[src/hdl/gmrhp_pkg.sv]
// shared types and codes for the gemini response header parser
// no dependencies; imported by the front, queue, back and top level
package gmrhp_pkg;

   // request types
   localparam logic [1:0] REQ_BYTE  = 2'd0;
   localparam logic [1:0] REQ_START = 2'd1;
   localparam logic [1:0] REQ_CLOSE = 2'd2;

   // result kinds
   localparam logic [1:0] KIND_META     = 2'd0;
   localparam logic [1:0] KIND_BODY     = 2'd1;
   localparam logic [1:0] KIND_OUTCOME  = 2'd2;
   localparam logic [1:0] KIND_COMPLETE = 2'd3;

   // header outcomes
   localparam logic [3:0] OC_VIOLATION = 4'd0;
   localparam logic [3:0] OC_INPUT     = 4'd1;
   localparam logic [3:0] OC_SUCCESS   = 4'd2;
   localparam logic [3:0] OC_REDIRECT  = 4'd3;
   localparam logic [3:0] OC_TEMPORARY = 4'd4;
   localparam logic [3:0] OC_PERMANENT = 4'd5;
   localparam logic [3:0] OC_CERT_TRANS = 4'd6;
   localparam logic [3:0] OC_CERT_AUTH  = 4'd7;
   localparam logic [3:0] OC_CERT_REJ   = 4'd8;

   // violation details
   localparam logic [2:0] DET_NONE      = 3'd0;
   localparam logic [2:0] DET_SHORT     = 3'd0;
   localparam logic [2:0] DET_NO_CR     = 3'd1;
   localparam logic [2:0] DET_BAD_FIRST = 3'd2;
   localparam logic [2:0] DET_BAD_SECOND = 3'd3;
   localparam logic [2:0] DET_BAD_THIRD = 3'd4;
   localparam logic [2:0] DET_BAD_CLASS = 3'd5;
   localparam logic [2:0] DET_BAD_REQUEST = 3'd4;

   // redirect detail: second digit 1 marks a permanent redirect
   localparam logic [2:0] DET_REDIR_PERM = 3'd1;

   // characters and limits
   localparam logic [7:0] CH_TAB   = 8'h09;
   localparam logic [7:0] CH_LF    = 8'h0A;
   localparam logic [7:0] CH_CR    = 8'h0D;
   localparam logic [7:0] CH_SPACE = 8'h20;
   localparam logic [7:0] CH_ZERO  = 8'h30;
   localparam logic [7:0] CH_NINE  = 8'h39;
   localparam int unsigned MinLen  = 5;

   // command queue depth
   localparam int unsigned QDepth = 4;
   localparam int unsigned QPtrW  = $clog2(QDepth);

   // one queued command: an optional held cr ahead of an optional main result
   typedef struct packed {
      logic       prefix_cr;
      logic       has_main;
      logic [1:0] kind;
      logic [7:0] data;
      logic [3:0] outcome;
      logic [2:0] detail;
      logic [6:0] status;
   } cmd_type;

endpackage

[src/hdl/gmrhp_front.sv]
// front end: accepts requests, tracks the header line and judges it at lf
// depends on gmrhp_pkg; feeds commands into gmrhp_queue
module gmrhp_front
   import gmrhp_pkg::*;
#(
   parameter int unsigned LEN_WIDTH = 16
) (
   input  logic       clock,
   input  logic       reset,
   input  logic       req_valid,
   input  logic       q_full,
   input  logic [1:0] req_type,
   input  logic [7:0] req_rx_byte,
   output logic       req_stall,
   output logic       push,
   output cmd_type    push_cmd
);

   typedef enum logic [3:0] {
      PH_IDLE   = 4'b0001,
      PH_HEADER = 4'b0010,
      PH_BODY   = 4'b0100,
      PH_DONE   = 4'b1000
   } phase_type;

   typedef struct packed {
      logic [3:0] outcome;
      logic [2:0] detail;
      logic [6:0] status;
      logic       to_body;
   } verdict_type;

   localparam logic [LEN_WIDTH-1:0] LenMax = {LEN_WIDTH{1'b1}};
   localparam logic [LEN_WIDTH-1:0] LenMin = LEN_WIDTH'(MinLen);
   localparam logic [LEN_WIDTH-1:0] Pos1   = LEN_WIDTH'(1);
   localparam logic [LEN_WIDTH-1:0] Pos2   = LEN_WIDTH'(2);

   phase_type            phase_ff, phase_in;
   logic [LEN_WIDTH-1:0] len_ff, len_in;
   logic [7:0]           c1_ff, c1_in, c2_ff, c2_in, c3_ff, c3_in;
   logic                 lcr_ff, lcr_in;
   logic                 crh_ff, crh_in;
   logic                 accept;
   verdict_type          verdict;

   function automatic logic is_digit(input logic [7:0] c);
      return (c >= CH_ZERO) && (c <= CH_NINE);
   endfunction

   function automatic logic is_space(input logic [7:0] c);
      return (c == CH_SPACE) || ((c >= CH_TAB) && (c <= CH_CR));
   endfunction

   // header verdict from the saved line state
   function automatic verdict_type judge(input logic long_enough, input logic cr_seen,
                                         input logic [7:0] a, input logic [7:0] b,
                                         input logic [7:0] c);
      verdict_type v;
      logic [3:0]  hi;
      logic [3:0]  lo;
      v  = '0;
      hi = a[3:0];
      lo = b[3:0];
      if (!long_enough) begin
         v.detail = DET_SHORT;
      end else if (!cr_seen) begin
         v.detail = DET_NO_CR;
      end else if (!is_digit(a)) begin
         v.detail = DET_BAD_FIRST;
      end else if (!is_digit(b)) begin
         v.detail = DET_BAD_SECOND;
      end else if (!is_space(c)) begin
         v.detail = DET_BAD_THIRD;
      end else begin
         // hi*10 + lo by shift and add
         v.status = 7'({hi, 3'b000}) + 7'({hi, 1'b0}) + 7'(lo);
         unique case (hi)
            4'd1: v.outcome = OC_INPUT;
            4'd2: begin
               v.outcome = OC_SUCCESS;
               v.to_body = 1'b1;
            end
            4'd3: begin
               v.outcome = OC_REDIRECT;
               v.detail  = (lo == 4'd1) ? DET_REDIR_PERM : DET_NONE;
            end
            4'd4: begin
               v.outcome = OC_TEMPORARY;
               v.detail  = (lo >= 4'd1 && lo <= 4'd4) ? lo[2:0] : DET_NONE;
            end
            4'd5: begin
               v.outcome = OC_PERMANENT;
               if (lo >= 4'd1 && lo <= 4'd3) v.detail = lo[2:0];
               else if (lo == 4'd9)          v.detail = DET_BAD_REQUEST;
               else                          v.detail = DET_NONE;
            end
            4'd6: begin
               if (lo == 4'd1) begin
                  v.outcome = OC_CERT_TRANS;
               end else if (lo == 4'd2) begin
                  v.outcome = OC_CERT_AUTH;
               end else begin
                  v.outcome = OC_CERT_REJ;
                  v.detail  = (lo >= 4'd3 && lo <= 4'd5) ? 3'(lo - 4'd2) : DET_NONE;
               end
            end
            default: begin
               v.outcome = OC_VIOLATION;
               v.detail  = DET_BAD_CLASS;
            end
         endcase
      end
      return v;
   endfunction

   assign req_stall = q_full;
   assign accept    = req_valid && !q_full;
   assign verdict   = judge(len_ff > LenMin, lcr_ff, c1_ff, c2_ff, c3_ff);

   // request classification and header tracking
   always_comb begin
      phase_in = phase_ff;
      len_in   = len_ff;
      c1_in    = c1_ff;
      c2_in    = c2_ff;
      c3_in    = c3_ff;
      lcr_in   = lcr_ff;
      crh_in   = crh_ff;
      push_cmd = '0;
      if (accept) begin
         unique case (req_type)
            REQ_START: begin
               if (phase_ff == PH_IDLE || phase_ff == PH_DONE) begin
                  phase_in = PH_HEADER;
                  len_in   = '0;
                  c1_in    = '0;
                  c2_in    = '0;
                  c3_in    = '0;
                  lcr_in   = 1'b0;
                  crh_in   = 1'b0;
               end
            end
            REQ_CLOSE: begin
               if (phase_ff == PH_BODY) begin
                  push_cmd.has_main = 1'b1;
                  push_cmd.kind     = KIND_COMPLETE;
               end
               phase_in = PH_IDLE;
            end
            REQ_BYTE: begin
               if (phase_ff == PH_BODY) begin
                  push_cmd.has_main = 1'b1;
                  push_cmd.kind     = KIND_BODY;
                  push_cmd.data     = req_rx_byte;
               end else if (phase_ff == PH_HEADER) begin
                  if (req_rx_byte == CH_LF) begin
                     phase_in          = verdict.to_body ? PH_BODY : PH_DONE;
                     crh_in            = 1'b0;
                     push_cmd.has_main = 1'b1;
                     push_cmd.kind     = KIND_OUTCOME;
                     push_cmd.outcome  = verdict.outcome;
                     push_cmd.detail   = verdict.detail;
                     push_cmd.status   = verdict.status;
                  end else begin
                     if (len_ff == '0) begin
                        c1_in = req_rx_byte;
                     end else if (len_ff == Pos1) begin
                        c2_in = req_rx_byte;
                     end else if (len_ff == Pos2) begin
                        c3_in = req_rx_byte;
                     end else begin
                        // meta byte: release any held cr, hold a new one
                        push_cmd.prefix_cr = crh_ff;
                        if (req_rx_byte == CH_CR) begin
                           crh_in = 1'b1;
                        end else begin
                           crh_in            = 1'b0;
                           push_cmd.has_main = 1'b1;
                           push_cmd.kind     = KIND_META;
                           push_cmd.data     = req_rx_byte;
                        end
                     end
                     lcr_in = (req_rx_byte == CH_CR);
                     if (len_ff != LenMax) len_in = len_ff + Pos1;
                  end
               end
            end
            default: begin
            end
         endcase
      end
   end

   assign push = push_cmd.prefix_cr || push_cmd.has_main;

   // state registers
   always_ff @(posedge clock) begin
      if (reset) begin
         phase_ff <= PH_IDLE;
         len_ff   <= '0;
         c1_ff    <= '0;
         c2_ff    <= '0;
         c3_ff    <= '0;
         lcr_ff   <= 1'b0;
         crh_ff   <= 1'b0;
      end else begin
         phase_ff <= phase_in;
         len_ff   <= len_in;
         c1_ff    <= c1_in;
         c2_ff    <= c2_in;
         c3_ff    <= c3_in;
         lcr_ff   <= lcr_in;
         crh_ff   <= crh_in;
      end
   end

   // a held cr is set in the header phase and may linger into idle after a close,
   // but lf always drops it before the body or done phases
   assert property (@(posedge clock) disable iff (reset)
      crh_ff |-> (phase_ff == PH_HEADER || phase_ff == PH_IDLE))
      else $error("held cr outside header or idle phase");

endmodule

[src/hdl/gmrhp_queue.sv]
// short command queue between the front end and the result back end
// depends on gmrhp_pkg for the command type and depth
module gmrhp_queue
   import gmrhp_pkg::*;
(
   input  logic    clock,
   input  logic    reset,
   input  logic    push,
   input  cmd_type push_cmd,
   input  logic    pop,
   output logic    full,
   output logic    not_empty,
   output cmd_type head
);

   localparam logic [QPtrW:0]   CntDepth = (QPtrW + 1)'(QDepth);
   localparam logic [QPtrW-1:0] PtrLast  = QPtrW'(QDepth - 1);

   cmd_type          entry_ff [QDepth];
   logic [QPtrW-1:0] wr_ff, wr_in, rd_ff, rd_in;
   logic [QPtrW:0]   cnt_ff, cnt_in;
   logic             do_pop;

   assign full      = (cnt_ff == CntDepth);
   assign not_empty = (cnt_ff != '0);
   assign head      = entry_ff[rd_ff];
   assign do_pop    = pop && not_empty;

   // pointer and count update
   always_comb begin
      wr_in  = wr_ff;
      rd_in  = rd_ff;
      cnt_in = cnt_ff;
      if (push) wr_in = (wr_ff == PtrLast) ? '0 : wr_ff + 1'b1;
      if (do_pop) rd_in = (rd_ff == PtrLast) ? '0 : rd_ff + 1'b1;
      if (push && !do_pop) cnt_in = cnt_ff + 1'b1;
      else if (!push && do_pop) cnt_in = cnt_ff - 1'b1;
   end

   always_ff @(posedge clock) begin
      if (reset) begin
         wr_ff  <= '0;
         rd_ff  <= '0;
         cnt_ff <= '0;
      end else begin
         wr_ff  <= wr_in;
         rd_ff  <= rd_in;
         cnt_ff <= cnt_in;
      end
   end

   // entry storage
   always_ff @(posedge clock) begin
      if (push) entry_ff[wr_ff] <= push_cmd;
   end

   assert property (@(posedge clock) disable iff (reset) !(push && full))
      else $error("push into full queue");
   assert property (@(posedge clock) disable iff (reset) cnt_ff <= CntDepth)
      else $error("queue count over depth");

endmodule

[src/hdl/gmrhp_back.sv]
// back end: expands each queued command into one or two results
// depends on gmrhp_pkg; reads the head of gmrhp_queue
module gmrhp_back
   import gmrhp_pkg::*;
(
   input  logic       clock,
   input  logic       reset,
   input  logic       not_empty,
   input  cmd_type    head,
   output logic       pop,
   input  logic       rsp_stall,
   output logic       rsp_valid,
   output logic [1:0] rsp_out_kind,
   output logic [7:0] rsp_out_byte,
   output logic [3:0] rsp_outcome,
   output logic [2:0] rsp_detail,
   output logic [6:0] rsp_status_digits,
   output logic       rsp_last_of_run
);

   logic sub_ff, sub_in;
   logic on_prefix;
   logic taken;

   assign rsp_valid = not_empty;
   assign on_prefix = head.prefix_cr && !sub_ff;
   assign taken     = rsp_valid && !rsp_stall;

   // result selection: held cr first, then the main result
   always_comb begin
      if (on_prefix) begin
         rsp_out_kind      = KIND_META;
         rsp_out_byte      = CH_CR;
         rsp_outcome       = OC_VIOLATION;
         rsp_detail        = DET_NONE;
         rsp_status_digits = '0;
         rsp_last_of_run   = !head.has_main;
      end else begin
         rsp_out_kind      = head.kind;
         rsp_out_byte      = head.data;
         rsp_outcome       = head.outcome;
         rsp_detail        = head.detail;
         rsp_status_digits = head.status;
         rsp_last_of_run   = 1'b1;
      end
   end

   // step through the command, pop after its last result
   always_comb begin
      sub_in = sub_ff;
      pop    = 1'b0;
      if (taken) begin
         if (on_prefix && head.has_main) begin
            sub_in = 1'b1;
         end else begin
            sub_in = 1'b0;
            pop    = 1'b1;
         end
      end
   end

   always_ff @(posedge clock) begin
      if (reset) sub_ff <= 1'b0;
      else       sub_ff <= sub_in;
   end

   assert property (@(posedge clock) disable iff (reset)
      sub_ff |-> (not_empty && head.prefix_cr && head.has_main))
      else $error("second result without a two-result command");

endmodule

[src/hdl/gemini_response_header_parser.sv]
// gemini response header parser: one request per cycle while req_stall is low,
// results one per cycle while rsp_stall is low, each from the command queue head
// a meta byte other than cr that releases a held cr gives two results, cr first
// the four-entry command queue between front and back sets when req_stall rises
// synchronous active-high reset returns to idle with an empty queue
module gemini_response_header_parser
   import gmrhp_pkg::*;
#(
   parameter int unsigned LEN_WIDTH = 16
) (
   input  logic       clock,
   input  logic       reset,
   input  logic       req_valid,
   output logic       req_stall,
   input  logic [1:0] req_type,
   input  logic [7:0] req_rx_byte,
   output logic       rsp_valid,
   input  logic       rsp_stall,
   output logic [1:0] rsp_out_kind,
   output logic [7:0] rsp_out_byte,
   output logic [3:0] rsp_outcome,
   output logic [2:0] rsp_detail,
   output logic [6:0] rsp_status_digits,
   output logic       rsp_last_of_run
);

   logic    push, pop, full, not_empty;
   cmd_type push_cmd, head;

   // request classification
   gmrhp_front #(.LEN_WIDTH(LEN_WIDTH)) u_front (
      .clock      (clock),
      .reset      (reset),
      .req_valid  (req_valid),
      .q_full     (full),
      .req_type   (req_type),
      .req_rx_byte(req_rx_byte),
      .req_stall  (req_stall),
      .push       (push),
      .push_cmd   (push_cmd)
   );

   // command queue
   gmrhp_queue u_queue (
      .clock    (clock),
      .reset    (reset),
      .push     (push),
      .push_cmd (push_cmd),
      .pop      (pop),
      .full     (full),
      .not_empty(not_empty),
      .head     (head)
   );

   // result generation
   gmrhp_back u_back (
      .clock            (clock),
      .reset            (reset),
      .not_empty        (not_empty),
      .head             (head),
      .pop              (pop),
      .rsp_stall        (rsp_stall),
      .rsp_valid        (rsp_valid),
      .rsp_out_kind     (rsp_out_kind),
      .rsp_out_byte     (rsp_out_byte),
      .rsp_outcome      (rsp_outcome),
      .rsp_detail       (rsp_detail),
      .rsp_status_digits(rsp_status_digits),
      .rsp_last_of_run  (rsp_last_of_run)
   );

endmodule
[config.mk]
export PLATFORM = sky130hd
export DESIGN_NAME = gemini_response_header_parser
export DESIGN_NICKNAME = d
export VERILOG_FILES = /design/src/hdl/gmrhp_pkg.sv /design/src/hdl/gmrhp_front.sv /design/src/hdl/gmrhp_queue.sv /design/src/hdl/gmrhp_back.sv /design/src/hdl/gemini_response_header_parser.sv
export SDC_FILE = /design/constraint.sdc
export NUM_CORES = 1
export LEC_CHECK = 0
export BUFFER_PORTS_ARGS = -buffer_cell sky130_fd_sc_hd__buf_2
export CAP_MARGIN = 20
export CORE_MARGIN = 1
export CORE_UTILIZATION = 40
export CTS_BUF_LIST = sky130_fd_sc_hd__clkbuf_16
export DETAILED_ROUTE_END_ITERATION = 7
export HOLD_SLACK_MARGIN = 0.08
export PLACE_DENSITY = 0.62
export RECOVER_POWER = 25
export SLEW_MARGIN = 25
export SYNTH_ARGS = -nofsm -noshare
export SYNTH_HDL_FRONTEND = slang
export SYNTH_HIERARCHICAL = 1
export SYNTH_SLANG_ARGS = --single-unit
[constraint.sdc]
create_clock -name clock -period 3.7 [get_ports clock]
set_input_delay 0.37 -clock clock [delete_from_list [all_inputs] [get_ports clock]]
set_output_delay 0.37 -clock clock [all_outputs]
set_load 0.05 [all_outputs]
After elaboration in Yosys (flattened, before gate mapping). Memories as Yosys holds them, arrays and structs flattened. A register that Yosys moved wholly into a read port is not among the register bits. Index checks and enable logic that the tools add are counted.

Add/subtract/negate cells: 8. $lt $le $gt $ge: 12. Equal/unequal tests: 38. Mux-type cells: 105. Reduce and logical (&&, ||, !) cells: 36.

Operator list (count): $mux 8 (23); $mux 16 (5); $mux 26 (2); $mux 4 (13); $mux 3 (16); $pmux 8 s2 (3); $mux 12 (3); $pmux 16 s2 (1); $mux 14 (2); $pmux 4 s6 (1); $mux 1 (22); $mux 11 (2); $mux 22 (1); $add 16x1->16 const B (1); $eq 16x1->1 const B (1); $eq 16x2->1 const B (1); $eq 4x2->1 const B (4); $eq 4x3->1 const B (4); $eq 8x4->1 const B (2); $ge 8x6->1 const B (2); $gt 16x3->1 const B (1); $le 8x6->1 const B (2); $logic_not 16->1 (1); $ne 16x16->1 const B (1); other kinds (38) (85).

Register bits: 54. RAM bits: 104. Input bits: 14. Output and inout bits: 27. Logic and storage cells: 211. Memories kept: 1.

Memory list: u_queue.entry_ff (words 4, bits a word 26, rd ports 1, clocked after memory_dff 1, wr ports 1, line gmrhp_queue.sv:19) `cmd_type entry_ff [QDepth];`.

Logic depth before layout (Yosys ltp).
Word-level depth: 21. Mapped depth: 12. Mapped depth without buffers: 12.

Cells and area by module. Netlist, hierarchy kept.

By module, submodules not included: gmrhp_queue (times used 1, cells an instance 180, area each 4255.3 µm², sequential area each 3303.2 µm²); gmrhp_front (times used 1, cells an instance 387, area each 3166.8 µm², sequential area each 920.9 µm²); gmrhp_back (times used 1, cells an instance 36, area each 262.8 µm², sequential area each 20.0 µm²).

Worst setup path after synthesis. No wires, ideal clock.

Kind: in2reg. From: in req_rx_byte[2]. To: reg u_queue.cnt_ff[2]. Library setup time: 0.070 ns. Data arrival time: 3.022 ns. Required time: 3.630 ns. Path slack: 0.608 ns. Cell stages on the path: 10. Buffers on the path: 0. Cell sequence: or4b_1 > nor2_2 > a21oi_1 > o21ai_0 > ha_1 > inv_1 > fa_1 > xor2_1 > or3_1 > a21oi_1.

Cells in the longest elaborated chain, start to end: 14. Elaborated cells on any way between the ends: 20. Those cells by class: 2 x eq/ne; 13 x mux; 5 x reduce/logical.

Ends and longest elaborated chain: from (decl) (line gemini_response_header_parser.sv:16) `input logic [7:0] req_rx_byte,`; $eq 8x4->1 (line gmrhp_front.sv:174) `if (req_rx_byte == CH_CR) begin`; $mux 11 (line gmrhp_front.sv:174); $mux 12 (line gmrhp_front.sv:169) `end else if (len_ff == Pos2) begin`; $mux 12 (line gmrhp_front.sv:167) `end else if (len_ff == Pos1) begin`; $mux 12 (line gmrhp_front.sv:165) `if (len_ff == '0) begin`; $mux 3 (line gmrhp_front.sv:156) `if (req_rx_byte == CH_LF) begin`; $mux 26 * (line gmrhp_front.sv:155) `end else if (phase_ff == PH_HEADER) begin`; $mux 11 (line gmrhp_front.sv:151) `if (phase_ff == PH_BODY) begin`; $pmux 3 s2 (line gmrhp_front.sv:131) `unique case (req_type)`; $mux 26 * (line gmrhp_front.sv:130) `if (accept) begin`; $logic_or 1x1->1 * (line gmrhp_front.sv:194) `assign push = push_cmd.prefix_cr || push_cmd.has_main;`; net push (line gemini_response_header_parser.sv:27) `logic push, pop, full, not_empty;`; $logic_not 1->1 (line gmrhp_queue.sv:37) `else if (!push && do_pop) cnt_in = cnt_ff - 1'b1;`; $logic_and 1x1->1 (line gmrhp_queue.sv:37); $reduce_bool 2->1 (no line); to (signal assigned) (line gmrhp_queue.sv:48) `cnt_ff <= cnt_in;`; to (decl) (line gmrhp_queue.sv:21) `logic [QPtrW:0] cnt_ff, cnt_in;`.

Mark *: on every way through the listed nets, which the timed path passes. The rest lies on a longest branch. A chain may end at the register's enable or synchronous reset.

Worst setup path in the final report.
From: reg u_front.len_ff[0]. To: reg u_queue.cnt_ff[2].

Cells in the longest elaborated chain, start to end: 13. Elaborated cells on any way between the ends: 20. Those cells by class: 2 x eq/ne; 12 x mux; 6 x reduce/logical.

Ends and longest elaborated chain: from (decl) (line gmrhp_front.sv:39) `logic [LEN_WIDTH-1:0] len_ff, len_in;`; from (signal assigned) (line gmrhp_front.sv:208) `len_ff <= len_in;`; $eq 16x2->1 (line gmrhp_front.sv:169); $mux 12 (line gmrhp_front.sv:169); $mux 12 (line gmrhp_front.sv:167); $mux 12 * (line gmrhp_front.sv:165); $mux 3 or $mux 1 (tied branches) (line gmrhp_front.sv:156); $mux 26 * (line gmrhp_front.sv:155); $mux 11 or $mux 1 (tied branches) (line gmrhp_front.sv:151); $pmux 3 s2 or $mux 1 (tied branches) (line gmrhp_front.sv:131); $mux 26 * (line gmrhp_front.sv:130); $logic_or 1x1->1 * (line gmrhp_front.sv:194); net push (line gemini_response_header_parser.sv:27); $logic_not 1->1 (line gmrhp_queue.sv:37); $logic_and 1x1->1 (line gmrhp_queue.sv:37); $reduce_bool 2->1 (no line).

Marks and branches as above.

==> results.cfg <==
[run_status]
status = finished, final reports clean

[worst_setup_path]
cp.depth = 12
cp_data_arrival_time_ns = 3.41
crit_path_top_delay_cell = dfxtp_1
cpPeakStageDelay_ns = 0.45
critical_path_buf_inv_count = 2
rr_worst_depth = 12
critical_path.max_fanout = 8
startpoint = u_front/len_ff[0]
endpoint = u_queue/cnt_ff[2]
worstPathCellList = inv_1 -> ha_1 -> nor3_1 -> nand2b_1 -> a21oi_1 -> o21ai_0 -> ha_1 -> inv_1 -> fa_1 -> xor2_1 -> or3_1 -> a21oi_1
critPathCaptureType = flop
reg2reg_slack_ns = 0.64
critPathLaunchType = flop
cp.required_ns = 4.05
r2r_end = u_queue/cnt_ff[2]
reg2reg_from = u_front/len_ff[0]
setup.worst_path.class = reg2reg
cp_top_family = adder cells

[power_and_ir_drop]
powerDensity_nw_per_um2 = 426
p_leak_nw = 2.94
vdd_drop_max_uv = 318
total_power_mw = 3.66

[placed_design]
port_buffers = 40
dp_cells = 856
hpwl_um = 11600
post_dp_cell_area_um2 = 8060
place_congestion = 0.834

[timing]
tightestPinTransition_ns = 0.772
rsz0062_at_grt = no
clock_skew_ns = 0.0159
max_freq_ghz = 0.326
setup_violations = 0
post-route-period-util = 0.828
setup-tns-final_ns = 0
drv_slew = 0
relSlewSlack = 0.478
period_minus_slack_ns = 3.06
finalHoldViolCount = 0

[synth]
post_synth_num_cell_types = 74
yosysMostFrequentCell = edfxtp_1
avgSynthCellArea_um2 = 12.7
synth_edf_count = 104
ys_warn_count = 6
yosysSeqAreaShare = 0.552
synth_area_leaders = edfxtp_1 41%, dfxtp_1 15%, mux4_2 5.9%
synth_area_um2 = 7680
syn_nets = 638
synth_top_area_frac = 0.406
ys_ff_latch = 160
synth_top_area_cell = edfxtp_1
postSynthCellCount = 603
synthFlopType = edfxtp_1
synth_commonest_cells = 104 x edfxtp_1, 56 x dfxtp_1, 41 x and2_1
async_flop_share = 0

[drt]
highest_layer = met4
first_pass_iters = 5
wl_met2_um = 7910
wl_per_cell_um = 18.6
viasPerCell = 5.83
num_vias = 5173
drc_errors = 0
wl_met1_um = 7540
drt_iter0_drc = 422
ant_nets = 0
wl_met3_um = 824
route.final.wire_length_um = 16500

[final_layout]
multi_input_area_um2 = 3130
diodes = 0
utilization = 0.458
fin_nets = 676
final-seq-area_um2 = 4240
areaGrowthSynthToFinish_pct = 11.8
drive_gt1_frac = 0.168
fin_cells = 888
fillCellCount = 1688
stdcell_area_um2 = 8590

[die]
core_area_um2 = 18800
chipWidth_um = 141
num_rows = 50
die_y_um = 141
start_util = 0.409
io_pins = 41
dieArea_um2 = 19800

[clocking]
post_cts_buffers = 0
clock_path_buffers = 2
path_clk_slew_ns = 0.06
cts_inserted_buffers = 17
cts.sinks = 160
ctsHtreeMaxLevel = 4
ctsHoldBuffers = 0
post_cts_resized = 0
cts-root-buf = clkbuf_16
clk_latency_ns = 0.42
cts_tree = yes

[global_route]
first_global_vias = 5062
antenna_found_initial = 0
overflow = 0
grt_use_total = 0.176
grt_max_degree = 27
grt_pass1_wl_um = 26700

[job]
cap_violations = 0

[worst_hold_path]
hp-class = in2reg
cell usage in the layout, fill, tap and decap left out, drive strengths merged, types with 7 or more instances in the layout:
master	instances
edfxtp	104
mux2i	11
nand3	15
o31ai	7
a21oi	32
nor4	8
nand4	19
nor2	23
mux4	26
clkbuf	24
ha	18
nand2	22
inv	27
dfxtp	56
nand2b	18
o21ai	26
nor3	15
a22o	16
and2	41
buf	45
or4	11
cell families after synthesis:
group           Yosys count  share of synthesized area
simple gates            212                      0.173
flops                   160                      0.552
compound gates          113                     0.0998
buf+inv                  53                     0.0363
mux                      37                     0.0935
fa+ha+maj                21                     0.0371
xor+xnor                  7                    0.00798
routing by layer:
metal  vias up  GRT usage
met5         -          0
met4         0     0.0549
met3        23     0.0380
met2       157      0.292
met1      2587      0.231
li1       2406          -
area by class of cell:
class,count,area share
tap,234,0.0341
timing repair buffer,52,0.0319
inverter,20,0.00874
multi-input combinational,390,0.364
clock buffer,17,0.0495
clock inverter,15,0.0176
sequential,160,0.494
state kept, by name, summed over array words and instances (netlist names), named ones only:
signal,flops
u_queue/wr_ff,2
u_front/c1_ff,8
u_front/lcr_ff,1
u_front/phase_ff,4
u_front/len_ff,16
u_queue/rd_ff,2
u_front/crh_ff,1
u_front/c3_ff,8
u_queue/entry_ff,104
u_front/c2_ff,8
u_queue/cnt_ff,3
u_back/sub_ff,1
through the flow:
stage	setup slack, ns	hold slack (ns)
4_1_cts	0.636	0.227
6_report	0.636	0.243
3_3_place_gp	0.731	0.457
3_5_place_dp	0.646	0.458
5_1_grt	0.286	0.244
2_1_floorplan	0.608	0.439
power breakdown:
group | internal [mW] | leakage [nW] | switching, mW
Combinational | 0.0254 | 1.19 | 0.0578
Sequential | 1.88 | 1.46 | 0.00558
Clock | 0.947 | 0.279 | 0.741
how the worst min path moves through the flow:
stage / startpoint / end / slack (ns) / cells after the start
6_report: req_rx_byte[6] / u_front/c3_ff[6] / 0.24 / 2
5_1_grt: req_rx_byte[3] / u_front/c2_ff[3] / 0.24 / 2
4_1_cts: req_rx_byte[6] / u_front/c3_ff[6] / 0.23 / 2
3_5_place_dp: u_front/c2_ff[5] / u_front/c2_ff[5] / 0.46 / 1
3_3_place_gp: u_front/c1_ff[5] / u_front/c1_ff[5] / 0.46 / 2
2_1_floorplan: reset / u_queue/cnt_ff[2] / 0.44 / 1
(Power assumes the default switching activity.)
